[src/hw/rtl/parallel_port_interface_adapter_assert.svh]
// ---------------------------------------------------------------------------
// parallel port interface adapter assertion macros
// shared property shapes for the adapter checks, clocked on clk, off in reset
// ---------------------------------------------------------------------------
`ifndef PARALLEL_PORT_INTERFACE_ADAPTER_ASSERT_SVH
`define PARALLEL_PORT_INTERFACE_ADAPTER_ASSERT_SVH

// same-cycle implication
`define PIA_ASSERT_IMPL(label, ante, cons) \
  label: assert property (@(posedge clk) disable iff (rst) (ante) |-> (cons)) \
    else $error("adapter check failed: same-cycle rule");

// next-cycle implication
`define PIA_ASSERT_NEXT(label, ante, cons) \
  label: assert property (@(posedge clk) disable iff (rst) (ante) |=> (cons)) \
    else $error("adapter check failed: next-cycle rule");

`endif

[src/hw/rtl/pia_pkg.sv]
// ---------------------------------------------------------------------------
// pia_pkg
// shared types and codes for the parallel port interface adapter
// ---------------------------------------------------------------------------
package pia_pkg;

  // request kinds carried on tuser
  typedef enum logic [2:0] {
    CMD_READ  = 3'd0,
    CMD_WRITE = 3'd1,
    CMD_CA1   = 3'd2,
    CMD_CA2   = 3'd3,
    CMD_CB1   = 3'd4,
    CMD_CB2   = 3'd5
  } cmd_t;

  // line-2 modes, control bits 5..3
  localparam logic [2:0] MODE_HANDSHAKE = 3'd4;
  localparam logic [2:0] MODE_PULSE     = 3'd5;
  localparam logic [2:0] MODE_LOW       = 3'd6;
  localparam logic [2:0] MODE_HIGH      = 3'd7;

  // control register bit positions
  localparam int CTRL_L1_RISE_BIT  = 1;
  localparam int CTRL_DATA_SEL_BIT = 2;
  localparam int MODE_IRQ_EN_BIT   = 0;  // within the mode field
  localparam int MODE_RISE_BIT     = 1;  // within the mode field
  localparam int MODE_OUTPUT_BIT   = 2;  // within the mode field

  // one port's share of a request
  typedef struct packed {
    logic       rd;
    logic       wr;
    logic       ctrl_sel;
    logic       l1_ev;
    logic       l2_ev;
    logic       level;
    logic [7:0] wdata;
    logic [7:0] pins;
  } port_req_t;

  // one port's status after a request
  typedef struct packed {
    logic       irq;
    logic [7:0] drive;
    logic       l2;
  } port_stat_t;

endpackage

[src/hw/rtl/pia_port.sv]
// ---------------------------------------------------------------------------
// pia_port
// one adapter port: output, direction and control registers, line state
// and interrupt flags, updated once per request
// ---------------------------------------------------------------------------
module pia_port (
  input  logic               clk,
  input  logic               rst,
  input  pia_pkg::port_req_t req,
  output logic [7:0]         rd_data,
  output pia_pkg::port_stat_t stat_next
);
  import pia_pkg::*;

  logic [7:0] out_reg, out_reg_next;
  logic [7:0] dir_reg, dir_reg_next;
  logic [5:0] ctrl,    ctrl_next;
  logic       l1_last, l1_last_next;
  logic       l2,      l2_next;
  logic       flag1,   flag1_next;
  logic       flag2,   flag2_next;

  logic [2:0] mode;
  logic [2:0] mode_w;
  logic       l1_hit;
  logic       l2_hit;

  assign mode   = ctrl[5:3];
  // a control write drives line 2 from the newly written mode
  assign mode_w = req.ctrl_sel ? req.wdata[5:3] : mode;

  // edge detection on the two lines
  assign l1_hit = ctrl[CTRL_L1_RISE_BIT] ? (!l1_last && req.level)
                                         : (l1_last && !req.level);
  assign l2_hit = mode[MODE_RISE_BIT] ? (!l2 && req.level) : (l2 && !req.level);

  // next state and read data
  always_comb begin
    out_reg_next = out_reg;
    dir_reg_next = dir_reg;
    ctrl_next    = ctrl;
    l1_last_next = l1_last;
    l2_next      = l2;
    flag1_next   = flag1;
    flag2_next   = flag2;
    rd_data      = '0;

    if (req.rd) begin
      if (req.ctrl_sel) begin
        rd_data = {flag1, flag2, ctrl};
      end else if (!ctrl[CTRL_DATA_SEL_BIT]) begin
        rd_data = dir_reg;
      end else begin
        rd_data    = (out_reg & dir_reg) | (req.pins & ~dir_reg);
        flag1_next = 1'b0;
        flag2_next = 1'b0;
        if (mode == MODE_HANDSHAKE) l2_next = 1'b0;
      end
    end

    if (req.wr) begin
      if (req.ctrl_sel || ctrl[CTRL_DATA_SEL_BIT]) begin
        if (req.ctrl_sel) begin
          ctrl_next = req.wdata[5:0];
        end else begin
          out_reg_next = req.wdata;
          flag1_next   = 1'b0;
          flag2_next   = 1'b0;
        end
        if (mode_w == MODE_PULSE || mode_w == MODE_LOW) begin
          l2_next = 1'b0;
        end else if (mode_w == MODE_HIGH) begin
          l2_next = 1'b1;
        end
      end else begin
        dir_reg_next = req.wdata;
      end
    end

    if (req.l1_ev) begin
      l1_last_next = req.level;
      if (l1_hit) begin
        flag1_next = 1'b1;
        if (mode == MODE_HANDSHAKE) l2_next = 1'b1;
      end
    end

    // line 2 events count only in the input modes
    if (req.l2_ev && !mode[MODE_OUTPUT_BIT]) begin
      l2_next = req.level;
      if (mode[MODE_IRQ_EN_BIT] && l2_hit) flag2_next = 1'b1;
    end
  end

  // status as it stands after this request
  assign stat_next.irq   = flag1_next | flag2_next;
  assign stat_next.drive = out_reg_next & dir_reg_next;
  assign stat_next.l2    = l2_next;

  // port state
  always_ff @(posedge clk) begin
    if (rst) begin
      out_reg <= '0;
      dir_reg <= '0;
      ctrl    <= '0;
      l1_last <= 1'b0;
      l2      <= 1'b0;
      flag1   <= 1'b0;
      flag2   <= 1'b0;
    end else begin
      out_reg <= out_reg_next;
      dir_reg <= dir_reg_next;
      ctrl    <= ctrl_next;
      l1_last <= l1_last_next;
      l2      <= l2_next;
      flag1   <= flag1_next;
      flag2   <= flag2_next;
    end
  end

endmodule

[src/hw/rtl/parallel_port_interface_adapter.sv]
// ---------------------------------------------------------------------------
// parallel_port_interface_adapter
// Two-port parallel interface adapter driven by a request stream. Each
// request (a bus read, a bus write or a level change on CA1, CA2, CB1 or
// CB2) is taken into an input register, applied to both port units in one
// pass of logic and answered by exactly one result carrying the read byte,
// both interrupt lines, both port drives and the CA2/CB2 levels after the
// request. One request is taken every cycle while the result side does not
// stall; a result is offered once its request has passed the input register
// and then the result register. Either register holds its contents while the
// side after it stalls.
// ---------------------------------------------------------------------------
module parallel_port_interface_adapter (
  input  logic        clk,
  input  logic        rst,
  input  logic        s_axis_tvalid,
  output logic        s_axis_tready,
  // reg_select[1:0], write_data[9:2], port_a_pins[17:10],
  // port_b_pins[25:18], line_level[26], zero fill
  input  logic [31:0] s_axis_tdata,
  // cmd[2:0]
  input  logic [2:0]  s_axis_tuser,
  output logic        m_axis_tvalid,
  input  logic        m_axis_tready,
  // read_data[7:0], irq_a[8], irq_b[9], port_a_drive[17:10],
  // port_b_drive[25:18], ca2_out[26], cb2_out[27], zero fill
  output logic [31:0] m_axis_tdata
);
  import pia_pkg::*;

  logic       in_valid;
  cmd_t       in_cmd;
  logic [1:0] in_rs;
  logic [7:0] in_wd;
  logic [7:0] in_pa;
  logic [7:0] in_pb;
  logic       in_lvl;

  logic        out_valid;
  logic [31:0] out_data;
  logic        advance;

  port_req_t  req_a, req_b;
  port_stat_t stat_a, stat_b;
  logic [7:0] rd_a, rd_b;
  logic [7:0] rd_sel;

  // flow control between the two registers
  assign advance       = in_valid && (!out_valid || m_axis_tready);
  assign s_axis_tready = !in_valid || advance;

  // input register
  always_ff @(posedge clk) begin
    if (rst) begin
      in_valid <= 1'b0;
    end else if (s_axis_tready) begin
      in_valid <= s_axis_tvalid;
    end
  end

  always_ff @(posedge clk) begin
    if (s_axis_tvalid && s_axis_tready) begin
      in_cmd <= cmd_t'(s_axis_tuser);
      in_rs  <= s_axis_tdata[1:0];
      in_wd  <= s_axis_tdata[9:2];
      in_pa  <= s_axis_tdata[17:10];
      in_pb  <= s_axis_tdata[25:18];
      in_lvl <= s_axis_tdata[26];
    end
  end

  // request decode for each port
  always_comb begin
    req_a.rd       = advance && (in_cmd == CMD_READ) && !in_rs[1];
    req_a.wr       = advance && (in_cmd == CMD_WRITE) && !in_rs[1];
    req_a.ctrl_sel = in_rs[0];
    req_a.l1_ev    = advance && (in_cmd == CMD_CA1);
    req_a.l2_ev    = advance && (in_cmd == CMD_CA2);
    req_a.level    = in_lvl;
    req_a.wdata    = in_wd;
    req_a.pins     = in_pa;

    req_b.rd       = advance && (in_cmd == CMD_READ) && in_rs[1];
    req_b.wr       = advance && (in_cmd == CMD_WRITE) && in_rs[1];
    req_b.ctrl_sel = in_rs[0];
    req_b.l1_ev    = advance && (in_cmd == CMD_CB1);
    req_b.l2_ev    = advance && (in_cmd == CMD_CB2);
    req_b.level    = in_lvl;
    req_b.wdata    = in_wd;
    req_b.pins     = in_pb;
  end

  pia_port u_port_a (
    .clk       (clk),
    .rst       (rst),
    .req       (req_a),
    .rd_data   (rd_a),
    .stat_next (stat_a)
  );

  pia_port u_port_b (
    .clk       (clk),
    .rst       (rst),
    .req       (req_b),
    .rd_data   (rd_b),
    .stat_next (stat_b)
  );

  // read byte only for a bus read
  always_comb begin
    case (in_cmd)
      CMD_READ: rd_sel = in_rs[1] ? rd_b : rd_a;
      default:  rd_sel = '0;
    endcase
  end

  // result register
  always_ff @(posedge clk) begin
    if (rst) begin
      out_valid <= 1'b0;
    end else if (advance) begin
      out_valid <= 1'b1;
    end else if (m_axis_tready) begin
      out_valid <= 1'b0;
    end
  end

  always_ff @(posedge clk) begin
    if (advance) begin
      out_data <= {4'b0000, stat_b.l2, stat_a.l2, stat_b.drive, stat_a.drive,
                   stat_b.irq, stat_a.irq, rd_sel};
    end
  end

  assign m_axis_tvalid = out_valid;
  assign m_axis_tdata  = out_data;

  // checks
  `include "parallel_port_interface_adapter_assert.svh"

  `PIA_ASSERT_NEXT(a_result_follows, advance, m_axis_tvalid)
  `PIA_ASSERT_NEXT(a_input_kept, in_valid && !advance, in_valid)
  `PIA_ASSERT_NEXT(a_read_only_byte, advance && (in_cmd != CMD_READ), m_axis_tdata[7:0] == 8'd0)
  `PIA_ASSERT_IMPL(a_one_port_access, advance, !((req_a.rd || req_a.wr) && (req_b.rd || req_b.wr)))

endmodule
[config.mk]
export PLATFORM = sky130hd
export DESIGN_NAME = parallel_port_interface_adapter
export DESIGN_NICKNAME = d
export VERILOG_FILES = /design/src/hw/rtl/pia_pkg.sv /design/src/hw/rtl/pia_port.sv /design/src/hw/rtl/parallel_port_interface_adapter.sv
export VERILOG_INCLUDE_DIRS = /design/src /design/src/hw/rtl
export SDC_FILE = /design/constraint.sdc
export NUM_CORES = 1
export LEC_CHECK = 0
export ABC_CLOCK_PERIOD_IN_PS = 4800
export BUFFER_PORTS_ARGS = -buffer_cell sky130_fd_sc_hd__buf_2
export CORE_MARGIN = 2
export CORE_UTILIZATION = 55
export DETAILED_ROUTE_END_ITERATION = 8
export GPL_TIMING_DRIVEN = 0
export PLACE_DENSITY_LB_ADDON = 0.08
export SYNTH_ARGS = -nofsm -noshare
export SYNTH_HDL_FRONTEND = slang
export SYNTH_SLANG_ARGS = --single-unit
[constraint.sdc]
create_clock -name clk -period 4.8 [get_ports clk]
set_input_delay 0.96 -clock clk [delete_from_list [all_inputs] [get_ports clk]]
set_output_delay 0.96 -clock clk [all_outputs]
set_load 0.01 [all_outputs]
* Yosys cells after proc, flatten, opt, wreduce, memory -nomap -nowiden *
Cells that the tools add are included.

word-level totals
  logic and storage cells = 174
  bits in registers = 112
  bits of input ports = 39

cells by class
  bitwise operators = 12
  reduce and logical (&&, ||, !) cells = 44
  multiplexer cells = 81
  equal/unequal tests = 13

operator list
  cell                                                  count
  2-to-1 mux 8 bit                                      17
  2-to-1 mux 1 bit                                      62
  AND 8 bit                                             6
  equality test 3 bit (second input constant)           10
  logical AND 1 bit                                     24
  NOT 8 bit                                             2
  bitwise OR 8 bit                                      2
  zero test 1 bit                                       10
  equality test 3 x 2 -> 1 bit (second input constant)  2
  logical OR 1 bit                                      6
  2-to-1 mux 3 bit                                      2
  AND reduction 3 bit                                   2
  equality test 3 x 1 -> 1 bit (second input constant)  1
  zero test 3 bit                                       1
  bitwise OR 1 bit                                      2
  nonzero test 2 bit                                    1

* Depth between registers and ports, before layout *
  word-level depth = 14
  depth in mapped cells = 7

* By module *
Synthesis repeated with hierarchy kept, for this count alone.

unflattened totals
  cells, all modules = 530
  area, all modules = 5,251.3 um^2

by module, submodules not included
  module                           times used  seq. area each (um^2)  cells each  area each (um^2)
  parallel_port_interface_adapter  1           1,781.7                107         2,120.8
  pia_port (u_port_b)              1           520.5                  212         1,569.0
  pia_port (u_port_a)              1           520.5                  211         1,561.5

* Worst setup path after synthesis *
OpenSTA, ideal clock, no wires.

  kind = in2reg
  start point = in m_axis_tready
  end point = reg out_data[27], in the netlist m_axis_tdata[27], data pin
  path slack = 2.273 ns
  arrival = 2.263 ns
  stages on the path = 7
  path through = nor2b_1 > clkbuf_1 > or4_1 > buf_2 > or3_1 > nand4b_1 > nand3_1

RTL lines
  element               RTL line                                text
  from (decl)           parallel_port_interface_adapter.sv:24   input logic m_axis_tready,
  to (signal assigned)  parallel_port_interface_adapter.sv:130  out_data <= {4'b0000, stat_b.l2, stat_a.l2, stat_b.drive, stat_a.drive,
  to (decl)             parallel_port_interface_adapter.sv:40   logic [31:0] out_data;

* Final worst setup path *
  start point = in m_axis_tready
  end point = out s_axis_tready

on the way
  word-level cells in the longest chain between the ends = 3

ends and longest elaborated chain
  element            RTL line                               text
  logical OR 1 bit   parallel_port_interface_adapter.sv:49  assign advance = in_valid && (!out_valid || m_axis_tready);
  logical AND 1 bit  parallel_port_interface_adapter.sv:49
  logical OR 1 bit   parallel_port_interface_adapter.sv:50  assign s_axis_tready = !in_valid || advance;
  to (decl)          parallel_port_interface_adapter.sv:17  output logic s_axis_tready,

Every way passes these cells.

==> results.json <==
{
  "finClkSkew_ps": 8.88,
  "synth_edf_count": 58,
  "synth-async-reset-ratio": 0,
  "synth_flop_cell": "edfxtp_1",
  "endpoint": "s_axis_tready",
  "die_area_mm2": 0.00994,
  "detail_route.wirelength.met1_um": 5670,
  "routed-via-count": 4213,
  "die_width_um": 99.7,
  "detailedRoute.firstIterationViolations": 223,
  "place.port_buffers": 62,
  "post_drt_via_cell_ratio": 5.97,
  "cts.htree.levels": 3,
  "insertedDiodeCount": 0,
  "met3_wirelength_um": 814,
  "boundaryPins": 73,
  "global_route_wire_length_before_repair_um": 20300,
  "timing.final.hold_violations": 0,
  "tritoncts": "built",
  "route.detailed.drc": 0,
  "timing.final.setup_violations": 0,
  "ir_worst_vdd_v": 0.000143,
  "final_period_utilization": 0.572,
  "clk_path_buf_depth": 2,
  "worstReg2RegStart": "in_cmd[0]",
  "crit_type": "in -> out",
  "grt-ovfl-total": 0,
  "average_wire_per_standard_cell_um": 18.0,
  "tritoncts_num_sinks": 112,
  "fin_setup_tns_ps": 0,
  "grt_max_degree": 31,
  "utilization": 0.643,
  "drive_gt1_frac": 0.161,
  "detailed_placement_wirelength_estimate_um": 8860,
  "cts-hold-fix-buffers": 0,
  "synthesis.instances": 517,
  "worst_path_dominant_cell_family": "buffers and inverters",
  "crit_path_largest_cell_delay_ps": 350,
  "arrival_ps": 1790,
  "highest_delay_cell_along_the_critical_path": "clkbuf_1",
  "grt.total_usage": 0.269,
  "hold_path.class": "reg -> reg",
  "critical_path_buf_inv_count": 3,
  "mean_instance_size_in_the_synthesized_netlist_um2": 9.75,
  "critical_path_peak_fanout": 10,
  "inserted_clock_buffers": 9,
  "ant_nets": 0,
  "crit_path_end_kind": "output pin",
  "power_total_mw": 1.65,
  "routed-wl-met2_um": 6040,
  "place.gp.congestion": 0.891,
  "setup.worst_path.start": "m_axis_tready",
  "worst_skew_pair.late_latency_ps": 380,
  "top_layer": "met4",
  "largest_register_ffs": 28,
  "worst_pin_slew_ps": 926,
  "seq_area_frac_synth": 0.560,
  "synth.cell_area_mm2": 0.00504,
  "clock.fmax_mhz": 364,
  "worst_setup_path_start_kind": "input port",
  "max_slew_margin": 0.378,
  "share_of_the_synthesized_area_in_the_top_cell_type": 0.346,
  "number_of_cells_on_the_critical_path": 5,
  "power_density_mw_per_mm2": 292,
  "grt_antenna_before_repair": 0,
  "rsz_0062_raised_after_global_routing": "no",
  "clock-root-buffer": "clkbuf_8",
  "detail_route.wirelength_um": 12700,
  "stdcell_area_mm2": 0.00566,
  "post_cts_buffers": 0,
  "worst_r2r_endpoint": "m_axis_tdata[11]",
  "finalMaxSlewViolations": 0,
  "core_region_area_mm2": 0.00881,
  "yosys_register_bits": 112,
  "synth_top_area_cell": "edfxtp_1",
  "initial_utilization": 0.572,
  "synth.distinct_cells": 45,
  "area_delta_synth_final_pct": 12.4,
  "reg2reg_depth": 5,
  "fp.dieH_um": 99.7,
  "layout.filler_cells": 761,
  "design.final.nets": 632,
  "crit_top_cell": "buf_2",
  "clkTransAtPathRegs_ps": 100,
  "cp_cell_sequence": "buf_2 -> nor2b_1 -> clkbuf_1 -> nand2_1 -> buf_2",
  "finalWorstPathRequiredPeriod_ps": 2750,
  "cap_violations": 0,
  "yosys.cell_count.top_type": "nand2_1",
  "std_cell_rows": 34,
  "status": "finished, final reports clean",
  "worst_slack_ps": 2050,
  "yosys-top-cells-area": "edfxtp_1 35%, dfxtp_1 21%, mux2i_1 5.8%",
  "worst-endpoint-required_ps": 3840,
  "dp_worst_setup_slack_ps": 1830,
  "drt-pass1-iter-count": 6,
  "worst-r2r-setup-slack_ps": 2280,
  "postPlaceCellArea_mm2": 0.00550,
  "synth_top_cells_by_count": "61 x nand2_1, 58 x edfxtp_1, 54 x dfxtp_1, 47 x o21ai_0, 44 x a21oi_1",
  "power.static_leakage_nw": 1.96,
  "via_count_of_the_first_global_routing_pass": 3866,
  "warning_count_from_the_yosys_run": 0,
  "post_cts_resized": 0
}
worst min-delay path by stage:
stage,cells after the start,to,start
final,2,u_port_b.ctrl[0],u_port_b.ctrl[0]
after global routing,2,u_port_b.ctrl[0],u_port_b.ctrl[0]
after CTS,2,u_port_b.ctrl[0],u_port_b.ctrl[0]
after detailed placement,2,u_port_b.ctrl[0],u_port_b.ctrl[0]
after global placement,2,u_port_b.ctrl[0],u_port_b.ctrl[0]
after floorplan,2,u_port_b.ctrl[0],u_port_b.ctrl[0]
cells in the final DEF, fill, tap and decap left out, types with 5 or more instances in the layout:
| cell | synthesis | routed |
|---|---|---|
| edfxtp_1 | 58 | 58 |
| inv_1 | 18 | 18 |
| dfxtp_1 | 54 | 54 |
| a21oi_1 | 44 | 44 |
| nand3_1 | 32 | 32 |
| nor3_1 | 7 | 7 |
| clkbuf_8 | 0 | 9 |
| a311oi_1 | 13 | 13 |
| nand2_1 | 61 | 61 |
| a31oi_1 | 5 | 5 |
| o21ai_0 | 47 | 47 |
| nand3b_1 | 5 | 5 |
| mux2i_1 | 29 | 29 |
| clkbuf_1 | 28 | 30 |
| buf_2 | 6 | 68 |
| nor2_1 | 42 | 42 |
| a211oi_1 | 14 | 14 |
| nor2b_1 | 6 | 6 |
metrics by stage:
| step | hold slack (ps) | instances |
|---|---|---|
| after detailed placement | 454 | 690 |
| after CTS | 468 | 706 |
| final | 471 | 706 |
| after floorplan | 436 | 520 |
| after global routing | 504 | 706 |
| after global placement | 448 | 690 |
power by group:
group	internal (mW)	leakage [nW]	switching (mW)
registers	1.03	1.01	0.0126
clock network	0.188	0.0716	0.315
logic	0.0326	0.877	0.0723
total	1.25	1.96	0.399
kinds of logic (layout without fill, tap and decap cells):
kind of cell	Yosys count	after routing	synth area share
mux	30	30	0.0598
flops	112	112	0.560
buf+inv	60	138	0.0492
compound gates	134	134	0.158
simple gates	180	180	0.172
other cells	1	4	0.000744
cell type report:
class                   count  area [um^2]  share of cell area
inverters                  18         67.6              0.0119
well taps                 108          135              0.0239
plain buffers              42          180              0.0318
clock buffers              11          131              0.0232
repair buffers             62          310              0.0548
flip-flops and latches    112         2820               0.498
multi-input cells         348         1980               0.350
clock inverters             5         35.0             0.00619
worst reg2reg max path, delay by kind of cell (launching register included):
family,cells,cell delay [ps]
AOI/OAI and AO/OA,1,150
buffers and inverters,2,690
DFF,1,330
and+or+nand+nor,2,1090
routing by layer:
layer / vias up / track usage
met2: 158 / 0.425
met4: 0 / 0.0927
li1: 2011 / -
met5: - / 0
met1: 2022 / 0.381
met3: 22 / 0.0415
(Power assumes the default switching activity.)
